## src/rtl/mssd_pkg.sv

```systemverilog
// ----------------------------------------------------------------------------
// Seven-segment display driver package
// Shared types, constants and helper functions for the multiplexed
// eight-digit decimal display driver.
// ----------------------------------------------------------------------------
package mssd_pkg;

    // Item kinds carried on the input side-band.
    typedef enum logic {
        REQ_LOAD = 1'b0,
        REQ_SCAN = 1'b1
    } req_t;

    localparam int unsigned DIGITS     = 8;
    localparam int unsigned POS_W      = 3;
    localparam int unsigned VALUE_W    = 16;
    localparam int unsigned CODE_W     = 5;
    localparam int unsigned LINES_W    = 8;
    localparam int unsigned PROD_W     = 33;

    localparam logic [CODE_W-1:0]  BLANK_CODE = 5'd16;
    localparam logic [LINES_W-1:0] LINES_OFF  = 8'hff;

    // Reciprocal constants, exact for every 16-bit value.
    localparam logic [16:0] DIV10_MAGIC   = 17'd52429;
    localparam logic [16:0] DIV100_MAGIC  = 17'd83887;
    localparam logic [16:0] DIV1000_MAGIC = 17'd67109;

    // Input item as unpacked from the stream.
    typedef struct packed {
        req_t                 req_type;
        logic [POS_W-1:0]     position;
        logic [VALUE_W-1:0]   first_value;
        logic [VALUE_W-1:0]   second_value;
    } in_item_t;

    // One value with its quotients by 10, 100 and 1000.
    typedef struct packed {
        logic [VALUE_W-1:0] val;
        logic [12:0]        q10;
        logic [9:0]         q100;
        logic [6:0]         q1000;
    } val_q_t;

    // Item after the quotient stage.
    typedef struct packed {
        req_t             req_type;
        logic [POS_W-1:0] position;
        val_q_t           first_q;
        val_q_t           second_q;
    } mid_item_t;

    // Quotients by multiplication with scaled reciprocals.
    function automatic val_q_t split_value(input logic [VALUE_W-1:0] v);
        logic [PROD_W-1:0] p10;
        logic [PROD_W-1:0] p100;
        logic [PROD_W-1:0] p1000;
        val_q_t            r;
        p10     = PROD_W'(v) * PROD_W'(DIV10_MAGIC);
        p100    = PROD_W'(v) * PROD_W'(DIV100_MAGIC);
        p1000   = PROD_W'(v) * PROD_W'(DIV1000_MAGIC);
        r.val   = v;
        r.q10   = p10[31:19];
        r.q100  = p100[32:23];
        r.q1000 = p1000[32:26];
        return r;
    endfunction

    // Remainder digit x - 10*q, worked in the low four bits only.
    function automatic logic [3:0] digit_of(input logic [3:0] x, input logic [3:0] q);
        logic [6:0] t;
        t = {q, 3'b000} + {2'b00, q, 1'b0};
        return x - t[3:0];
    endfunction

    // Segment pattern for a display code; unknown codes are blank.
    function automatic logic [LINES_W-1:0] seg_pattern(input logic [CODE_W-1:0] code);
        logic [LINES_W-1:0] s;
        case (code)
            5'd0:    s = 8'hc0;
            5'd1:    s = 8'hf9;
            5'd2:    s = 8'ha4;
            5'd3:    s = 8'hb0;
            5'd4:    s = 8'h99;
            5'd5:    s = 8'h92;
            5'd6:    s = 8'h82;
            5'd7:    s = 8'hf8;
            5'd8:    s = 8'h80;
            5'd9:    s = 8'h90;
            5'd10:   s = 8'h88;
            5'd11:   s = 8'h83;
            5'd12:   s = 8'hc6;
            5'd13:   s = 8'ha1;
            5'd14:   s = 8'h86;
            5'd15:   s = 8'h8e;
            default: s = LINES_OFF;
        endcase
        return s;
    endfunction

endpackage

```

## src/rtl/mssd_split.sv

```systemverilog
// ----------------------------------------------------------------------------
// Input and quotient stages
// Registers the incoming item, then registers the quotients of both values
// by 10, 100 and 1000. Each stage holds its item until the next takes it.
// ----------------------------------------------------------------------------
module mssd_split (
    input  logic                 clk,
    input  logic                 rst_n,
    input  logic                 in_valid,
    output logic                 in_ready,
    input  mssd_pkg::in_item_t   in_item,
    output logic                 out_valid,
    input  logic                 out_ready,
    output mssd_pkg::mid_item_t  out_item
);
    import mssd_pkg::*;

    logic      in_valid_reg;
    in_item_t  in_item_reg;
    logic      mid_valid_reg;
    mid_item_t mid_item_reg;
    logic      mid_ready;
    mid_item_t mid_item_next;

    // Each stage may load when it is empty or its item moves on.
    assign mid_ready = !mid_valid_reg || out_ready;
    assign in_ready  = !in_valid_reg || mid_ready;

    // Quotients of the registered item.
    always_comb
    begin
        mid_item_next.req_type = in_item_reg.req_type;
        mid_item_next.position = in_item_reg.position;
        mid_item_next.first_q  = split_value(in_item_reg.first_value);
        mid_item_next.second_q = split_value(in_item_reg.second_value);
    end

    // Stage valid flags.
    always_ff @(posedge clk or negedge rst_n)
    begin
        if (!rst_n)
        begin
            in_valid_reg  <= 1'b0;
            mid_valid_reg <= 1'b0;
        end
        else
        begin
            if (in_ready)
            begin
                in_valid_reg <= in_valid;
            end
            if (mid_ready)
            begin
                mid_valid_reg <= in_valid_reg;
            end
        end
    end

    // Stage payloads.
    always_ff @(posedge clk)
    begin
        if (in_ready && in_valid)
        begin
            in_item_reg <= in_item;
        end
        if (mid_ready && in_valid_reg)
        begin
            mid_item_reg <= mid_item_next;
        end
    end

    assign out_valid = mid_valid_reg;
    assign out_item  = mid_item_reg;

endmodule

```

## src/rtl/mssd_scan.sv

```systemverilog
// ----------------------------------------------------------------------------
// Display state and result stage
// Holds the eight display codes and the digit and segment lines. A load
// item stores new codes; a scan item moves the lit digit and looks up its
// segment pattern. The lines themselves form the result register.
// ----------------------------------------------------------------------------
module mssd_scan (
    input  logic                         clk,
    input  logic                         rst_n,
    input  logic                         in_valid,
    output logic                         in_ready,
    input  mssd_pkg::mid_item_t          in_item,
    output logic                         out_valid,
    input  logic                         out_ready,
    output logic [mssd_pkg::LINES_W-1:0] digit_enables_n,
    output logic [mssd_pkg::LINES_W-1:0] segments_n
);
    import mssd_pkg::*;

    logic [CODE_W-1:0]  digit_codes_reg [DIGITS];
    logic [CODE_W-1:0]  digit_codes_next [DIGITS];
    logic [LINES_W-1:0] digit_lines_reg;
    logic [LINES_W-1:0] digit_lines_next;
    logic [LINES_W-1:0] segment_lines_reg;
    logic [LINES_W-1:0] segment_lines_next;
    logic               out_valid_reg;
    logic               accept;
    logic [POS_W-1:0]   prev_pos;
    logic [LINES_W-1:0] pos_mask;
    logic [LINES_W-1:0] prev_mask;

    assign in_ready = !out_valid_reg || out_ready;
    assign accept   = in_valid && in_ready;

    assign prev_pos  = in_item.position - POS_W'(1);
    assign pos_mask  = LINES_W'(1) << in_item.position;
    assign prev_mask = LINES_W'(1) << prev_pos;

    // Next state for the item at the input.
    always_comb
    begin
        digit_codes_next   = digit_codes_reg;
        digit_lines_next   = digit_lines_reg;
        segment_lines_next = segment_lines_reg;
        case (in_item.req_type)
            REQ_LOAD:
            begin
                digit_lines_next    = digit_lines_reg | 8'h80;
                segment_lines_next  = LINES_OFF;
                digit_codes_next[0] = BLANK_CODE;
                digit_codes_next[1] = {1'b0, digit_of(in_item.first_q.q100[3:0],
                                                      in_item.first_q.q1000[3:0])};
                digit_codes_next[2] = {1'b0, digit_of(in_item.first_q.q10[3:0],
                                                      in_item.first_q.q100[3:0])};
                digit_codes_next[3] = {1'b0, digit_of(in_item.first_q.val[3:0],
                                                      in_item.first_q.q10[3:0])};
                digit_codes_next[4] = BLANK_CODE;
                digit_codes_next[5] = {1'b0, digit_of(in_item.second_q.q100[3:0],
                                                      in_item.second_q.q1000[3:0])};
                digit_codes_next[6] = {1'b0, digit_of(in_item.second_q.q10[3:0],
                                                      in_item.second_q.q100[3:0])};
                digit_codes_next[7] = {1'b0, digit_of(in_item.second_q.val[3:0],
                                                      in_item.second_q.q10[3:0])};
            end
            REQ_SCAN:
            begin
                digit_lines_next   = (digit_lines_reg | prev_mask) & ~pos_mask;
                segment_lines_next = seg_pattern(digit_codes_reg[in_item.position]);
            end
            default:
            begin
                digit_lines_next = digit_lines_reg;
            end
        endcase
    end

    // State and result registers.
    always_ff @(posedge clk or negedge rst_n)
    begin
        if (!rst_n)
        begin
            for (int i = 0; i < DIGITS; i++)
            begin
                digit_codes_reg[i] <= '0;
            end
            digit_lines_reg   <= LINES_OFF;
            segment_lines_reg <= LINES_OFF;
            out_valid_reg     <= 1'b0;
        end
        else
        begin
            if (in_ready)
            begin
                out_valid_reg <= in_valid;
            end
            if (accept)
            begin
                digit_codes_reg   <= digit_codes_next;
                digit_lines_reg   <= digit_lines_next;
                segment_lines_reg <= segment_lines_next;
            end
        end
    end

    assign out_valid       = out_valid_reg;
    assign digit_enables_n = digit_lines_reg;
    assign segments_n      = segment_lines_reg;

endmodule

```

## src/rtl/muxed_seven_segment_decimal_display_top.sv

```systemverilog
// ----------------------------------------------------------------------------
// Multiplexed seven-segment decimal display driver
// Drives an eight-digit common-anode display with active-low digit enables
// and segments. Load items store two three-digit decimal values; scan items
// light one digit position.
//
// Channel   Signals               Contents (lowest bit first)
// s_axis    tvalid/tready/tdata   position[2:0], first_value[15:0],
//           tuser                 second_value[15:0]; tuser: req_type
// m_axis    tvalid/tready/tdata   digit_enables_n[7:0], segments_n[7:0]
//
// One item is accepted per cycle while s_axis_tready is high; each result
// passes the input, quotient and result registers before it is presented.
// Reset shows code zero in every digit and turns all lines off (0xff).
// A stalled result holds every stage that is full behind it; empty stages
// keep taking items, so s_axis_tready falls only when all three are full.
// ----------------------------------------------------------------------------
module muxed_seven_segment_decimal_display_top (
    input  logic        clk,
    input  logic        rst_n,
    input  logic        s_axis_tvalid,
    output logic        s_axis_tready,
    input  logic [39:0] s_axis_tdata,  // position, first_value, second_value, zero fill
    input  logic [0:0]  s_axis_tuser,  // req_type
    output logic        m_axis_tvalid,
    input  logic        m_axis_tready,
    output logic [15:0] m_axis_tdata   // digit_enables_n, segments_n
);
    import mssd_pkg::*;

    in_item_t           in_item;
    mid_item_t          mid_item;
    logic               mid_valid;
    logic               mid_ready;
    logic [LINES_W-1:0] digit_enables_n;
    logic [LINES_W-1:0] segments_n;

    // Unpack the input item.
    always_comb
    begin
        in_item.req_type     = req_t'(s_axis_tuser[0]);
        in_item.position     = s_axis_tdata[2:0];
        in_item.first_value  = s_axis_tdata[18:3];
        in_item.second_value = s_axis_tdata[34:19];
    end

    mssd_split u_split (
        .clk       (clk),
        .rst_n     (rst_n),
        .in_valid  (s_axis_tvalid),
        .in_ready  (s_axis_tready),
        .in_item   (in_item),
        .out_valid (mid_valid),
        .out_ready (mid_ready),
        .out_item  (mid_item)
    );

    mssd_scan u_scan (
        .clk             (clk),
        .rst_n           (rst_n),
        .in_valid        (mid_valid),
        .in_ready        (mid_ready),
        .in_item         (mid_item),
        .out_valid       (m_axis_tvalid),
        .out_ready       (m_axis_tready),
        .digit_enables_n (digit_enables_n),
        .segments_n      (segments_n)
    );

    assign m_axis_tdata = {segments_n, digit_enables_n};

    // A load releases digit 7 and blanks the segments.
    assert property (@(posedge clk) disable iff (!rst_n)
        (mid_valid && mid_ready && mid_item.req_type == REQ_LOAD)
        |=> (m_axis_tdata[7] && m_axis_tdata[15:8] == LINES_OFF))
        else $error("load did not release digit 7 or blank the segments");

    // A scan enables the requested digit.
    assert property (@(posedge clk) disable iff (!rst_n)
        (mid_valid && mid_ready && mid_item.req_type == REQ_SCAN)
        |=> (m_axis_tdata[$past(mid_item.position)] == 1'b0))
        else $error("scan did not enable its digit");

    // The quotient by ten leaves a remainder below ten.
    assert property (@(posedge clk) disable iff (!rst_n)
        mid_valid |-> ((17'(mid_item.first_q.val) - 17'(mid_item.first_q.q10) * 17'd10)
                       < 17'd10))
        else $error("quotient by ten out of range");

endmodule

```

## config.mk

```make
export PLATFORM = sky130hd
export DESIGN_NAME = muxed_seven_segment_decimal_display_top
export DESIGN_NICKNAME = d
export VERILOG_FILES = /design/src/rtl/mssd_pkg.sv /design/src/rtl/mssd_split.sv /design/src/rtl/mssd_scan.sv /design/src/rtl/muxed_seven_segment_decimal_display_top.sv
export SDC_FILE = /design/constraint.sdc
export NUM_CORES = 1
export LEC_CHECK = 0
export BUFFER_PORTS_ARGS = -buffer_cell sky130_fd_sc_hd__buf_4
export CAP_MARGIN = 20
export CELL_PAD_IN_SITES_DETAIL_PLACEMENT = 0
export CELL_PAD_IN_SITES_GLOBAL_PLACEMENT = 1
export CORE_MARGIN = 1.5
export CORE_UTILIZATION = 36
export DETAILED_ROUTE_END_ITERATION = 8
export GPL_TIMING_DRIVEN = 0
export PLACE_DENSITY = 0.63
export SYNTH_ARGS = -nofsm -noshare
export SYNTH_HDL_FRONTEND = slang
export SYNTH_SLANG_ARGS = --single-unit
```

## constraint.sdc

```tcl
create_clock -name clk -period 7.66 [get_ports clk]
set_input_delay 1.532 -clock clk [delete_from_list [all_inputs] [get_ports clk]]
set_output_delay 1.532 -clock clk [all_outputs]
set_load 0.01 [all_outputs]
```

# Yosys cells after proc, flatten, opt, wreduce, memory -nomap -nowiden
# Memories as Yosys holds them, arrays and structs flattened.
# Cells that the tools add are included.
# Widths: inputs -> output; s select.
# word_totals
reg_bits	114
romBits	112
memories	1
# memory_table
name	depth	width	rd	rd_ports_with_merged_regs	write_ports	line_no	text
(no name shown)	16	7	1	0	0	mssd_pkg.sv:79	case (code)
# classes
add_sub_neg	13
mul	6
magnitude_cmp	1
shifts	2
muxes	6
n_bitwise	5
reduce_logical	11
# ops
op	n
$mul 16x17->29 const B	2
$mul 16x17->27 const B	2
$mul 16x16->23 const B	2
$pmux 8 s2	2
$add 4x4->4	6
$sub 4x4->4	6
$shl 1x3->8 const A	2
$bmux 5 s3	1
$mux 5	2
$and 8x8->8	1
$mux 8	1
$not 8->8	1
$or 8x8->8	1
$ge 4x4->1 const B	1
$not 3->4	1
$reduce_and 2->1	2
$logic_and 1x1->1	3
$logic_not 1->1	3
$logic_or 1x1->1	3
$sub 3x1->3 const B	1
$not 1->1	1

# Depth between registers and ports, before layout
# An unclocked memory read counts as a cell.
# depth
ltp_word	7
mapped_depth	20

# Modules after synthesis
# A second synthesis with hierarchy kept.
# hier_totals
hier_cells	2833
hier_area_um2	30386.6
# modules_own_cells
module	n_inst	cells_per_inst	area_each_um2
mssd_split	1	2542	27636.5
mssd_scan	1	291	2750.1

# Worst setup path before layout
# Ideal clock, no wire load.
# synth_path
path_kind	flip-flop to flip-flop
startpoint	register u_split.in_item_reg[2] in the netlist's numbering
endpoint	register u_split.mid_item_reg, in the netlist u_split.out_item[10], data pin
setup_ps	260
arrival_time_ps	5157
required_time_ps	7400
slack_ps	2243
path_stages_with_launch	19
n_path_buf	0
period_less_slack_ps	5417
cell_sequence	edfxtp_1 fa_1 inv_1 fa_1 fa_1 fa_1 inv_1 fa_1 inv_1 fa_1 inv_1 ha_1 a21o_1 a21oi_1 o21ai_0 a221oi_1 o31ai_1 a31oi_1 xnor2_1
# synth_rtl
element	line_no	text
from (decl)	mssd_split.sv:19	in_item_t in_item_reg;
from (signal assigned)	mssd_split.sv:64	in_item_reg <= in_item;
to (signal assigned)	mssd_split.sv:68	mid_item_reg <= mid_item_next;
to (decl)	mssd_split.sv:21	mid_item_t mid_item_reg;

==> flow_metrics.tcl <==
set metrics [dict create \
    ys_types 60 \
    min_path_type "reg -> reg" \
    power_density_mw_per_mm2 429 \
    cpMostUsedCell "fa_1" \
    layout_commonest_cell "inv_1" \
    placed_area_mm2 0.0266 \
    grt_pass1_vias 17400 \
    die_w_um 266 \
    period_minus_slack_ps 6690 \
    drv_cap 0 \
    max-clock-path-buffers 2 \
    worst_pin_slew_ps 1100 \
    seqCellArea_mm2 0.00320 \
    cts_setup_buffers 0 \
    dieArea_mm2 0.0709 \
    tns_ps 0 \
    portBuffers 56 \
    max_stage_delay_ps 840 \
    globalRoute.totalOverflow 0 \
    fin_crit_sh 0.874 \
    largest_reg_flops 36 \
    drtAntennaViolNets 0 \
    finalClockSkew_ps 14.4 \
    n_antenna_cell 0 \
    cpLargestDelayFamily "adder cells" \
    critPathKind "reg -> reg" \
    syn_area_mm2 0.0249 \
    drt-total-wl_mm 59.2 \
    dr_wl_met2_mm 27.7 \
    max_freq_mhz 149 \
    netlist_instances 2417 \
    status "completed" \
    fill_cells 6812 \
    critPathLaunchType "flip-flop" \
    vias_per_cell 4.56 \
    cpMaxStageDelayCell "fa_1" \
    ir_drop_v 0.000283 \
    hold_viol_final 0 \
    dp_cells 3407 \
    synth_edf_count 70 \
    hold_buffers 0 \
    async_flop_share 0.381 \
    synth_nets 3464 \
    multi_input_area_mm2 0.0187 \
    dp_hpwl_mm 50.7 \
    hold_ws_ps 428 \
    io_pins 63 \
    ctsResizeCount 0 \
    area_growth_pct 8.95 \
    setup_violations 0 \
    reg2reg_from "u_split.in_item_reg[1]" \
    layout_setup_ws_ps 968 \
    h-tree-depth 4 \
    critical_path_buf_inv_count 4 \
    ys_warn_count 0 \
    grt_max_degree 44 \
    hp-start "u_split.in_item_reg[33]" \
    leakagePower_nw 14.6 \
    cts_tree "yes" \
    crit_fanout 11 \
    vias 15700 \
    wl_per_cell_um 17.2 \
    drtIter0Drc 598 \
    post_route_cells_drive_above_1_share 0.0478 \
    top_layer "met4" \
    rsz0062_at_grt "no" \
    synth_flop_cell "edfxtp_1" \
    cp.required_ps 7800 \
    antenna_found_initial 0 \
    finish.instance_area_mm2 0.0272 \
    cts_made_buffers 17 \
    drtPass1Iterations 5 \
    instances_no_fill 3440 \
    gp_congestion 0.862 \
    slew_viol_final 0 \
    critPathArrivalTime_ps 6840 \
    avgSynthCellArea_um2 10.3 \
    cts_root_buf "clkbuf_16" \
    met1_length_mm 29.2 \
    core_area_mm2 0.0686 \
    mostFrequentLayoutCells "inv_1, ha_1, fa_1" \
    crit_path_end_kind "flip-flop" \
    clkTransAtPathRegs_ps 50 \
    route.met3.wl_mm 1.70 \
    initial_utilization 0.364 \
    grt_usage 0.180 \
    rows 96 \
    max_slew_margin 0.265 \
    clock_latency_ps 440 \
    nets 3543 \
    ys_ff_latch 113 \
    die-height_um 266 \
    ys_seq_area_frac 0.128 \
    grt_pass1_wl_mm 96.9 \
    cp_cell_sequence "fa_1 > inv_1 > fa_1 > fa_1 > fa_1 > inv_1 > fa_1 > inv_1 > fa_1 > inv_1 > ha_1 > a21o_1 > a21oi_1 > o21ai_0 > a221oi_1 > o31ai_1 > a31oi_1 > xnor2_1" \
    cts.sinks 113 \
    dp_slack_ps 972 \
    startpoint "u_split.in_item_reg[1]" \
    drc 0 \
]
## kinds of logic after synthesis
family / share of synthesized area
xor+xnor: 0.0306
fa+ha+maj: 0.625
other cells: 0.000150
simple gates: 0.0381
buf+inv: 0.121
compound gates: 0.0523
mux: 0.00442
flops: 0.128
## final timing paths
kind / cells past startpoint / slack (ps) / endpoint
min in group asynchronous: 1 / 1080 / u_scan.digit_codes_reg[20]
max in group asynchronous: 1 / 6200 / u_scan.segments_n[4]
worst min-delay path: 0 / 430 / u_split.out_item[93]
worst min register to register: 0 / 430 / u_split.out_item[93]
worst max register to register: 18 / 970 / u_split.out_item[10]
worst max-delay path: 18 / 970 / u_split.out_item[10]
## report_power, final
group | switching, mW | internal [mW]
logic | 5.43 | 4.26
clock network | 0.310 | 0.473
registers | 0.169 | 1.00
total | 5.91 | 5.74
## cell type report
class / instances / area share
Inverter: 789 / 0.109
Clock inverter: 12 / 0.00433
Tap cell: 931 / 0.0429
Sequential cell: 113 / 0.118
Timing Repair Buffer: 60 / 0.0188
Multi-Input combinational cell: 1501 / 0.689
Buffer: 14 / 0.00226
Clock buffer: 20 / 0.0161
## synth_stat cells (all sizes together), types with 3 or more instances
master	count	share of area
clkbuf	8	0.0012
dfstp	15	0.016
or3	3	0.00075
a211o	6	0.0021
a21oi	40	0.0082
nand3	17	0.0034
dfrtp	28	0.028
nor2b	9	0.0023
nand2b	9	0.0023
nand2	65	0.0098
and3	4	0.0010
mux2	6	0.0027
o221a	3	0.0014
nor3	17	0.0034
o211ai	5	0.0015
a21o	20	0.0060
buf	6	0.0013
fa	406	0.33
nor2	51	0.0077
a211oi	10	0.0030
inv	789	0.12
a22oi	3	0.00090
a221oi	7	0.0025
nand4	14	0.0035
ha	596	0.30
o31ai	7	0.0021
o21a	6	0.0018
a31oi	4	0.0010
o21ai	61	0.012
a22o	5	0.0018
a221o	3	0.0012
xor2	26	0.0091
edfxtp	70	0.084
xnor2	61	0.021
and2	8	0.0020
## layer usage
layer / vias to the layer above / global-route usage
met5: - / 0
met4: 0 / 0.0327
met3: 37 / 0.0182
met2: 194 / 0.295
met1: 7789 / 0.258
li1: 7679 / -
## through the flow
stage | power, mW | util
finish | 11.7 | 0.396
global route | 13.5 | 0.396
global placement | 10.8 | 0.387
CTS | 11.9 | 0.396
floorplan | 8.33 | -
detailed placement | 10.9 | 0.388
(Power assumes the default switching activity.)
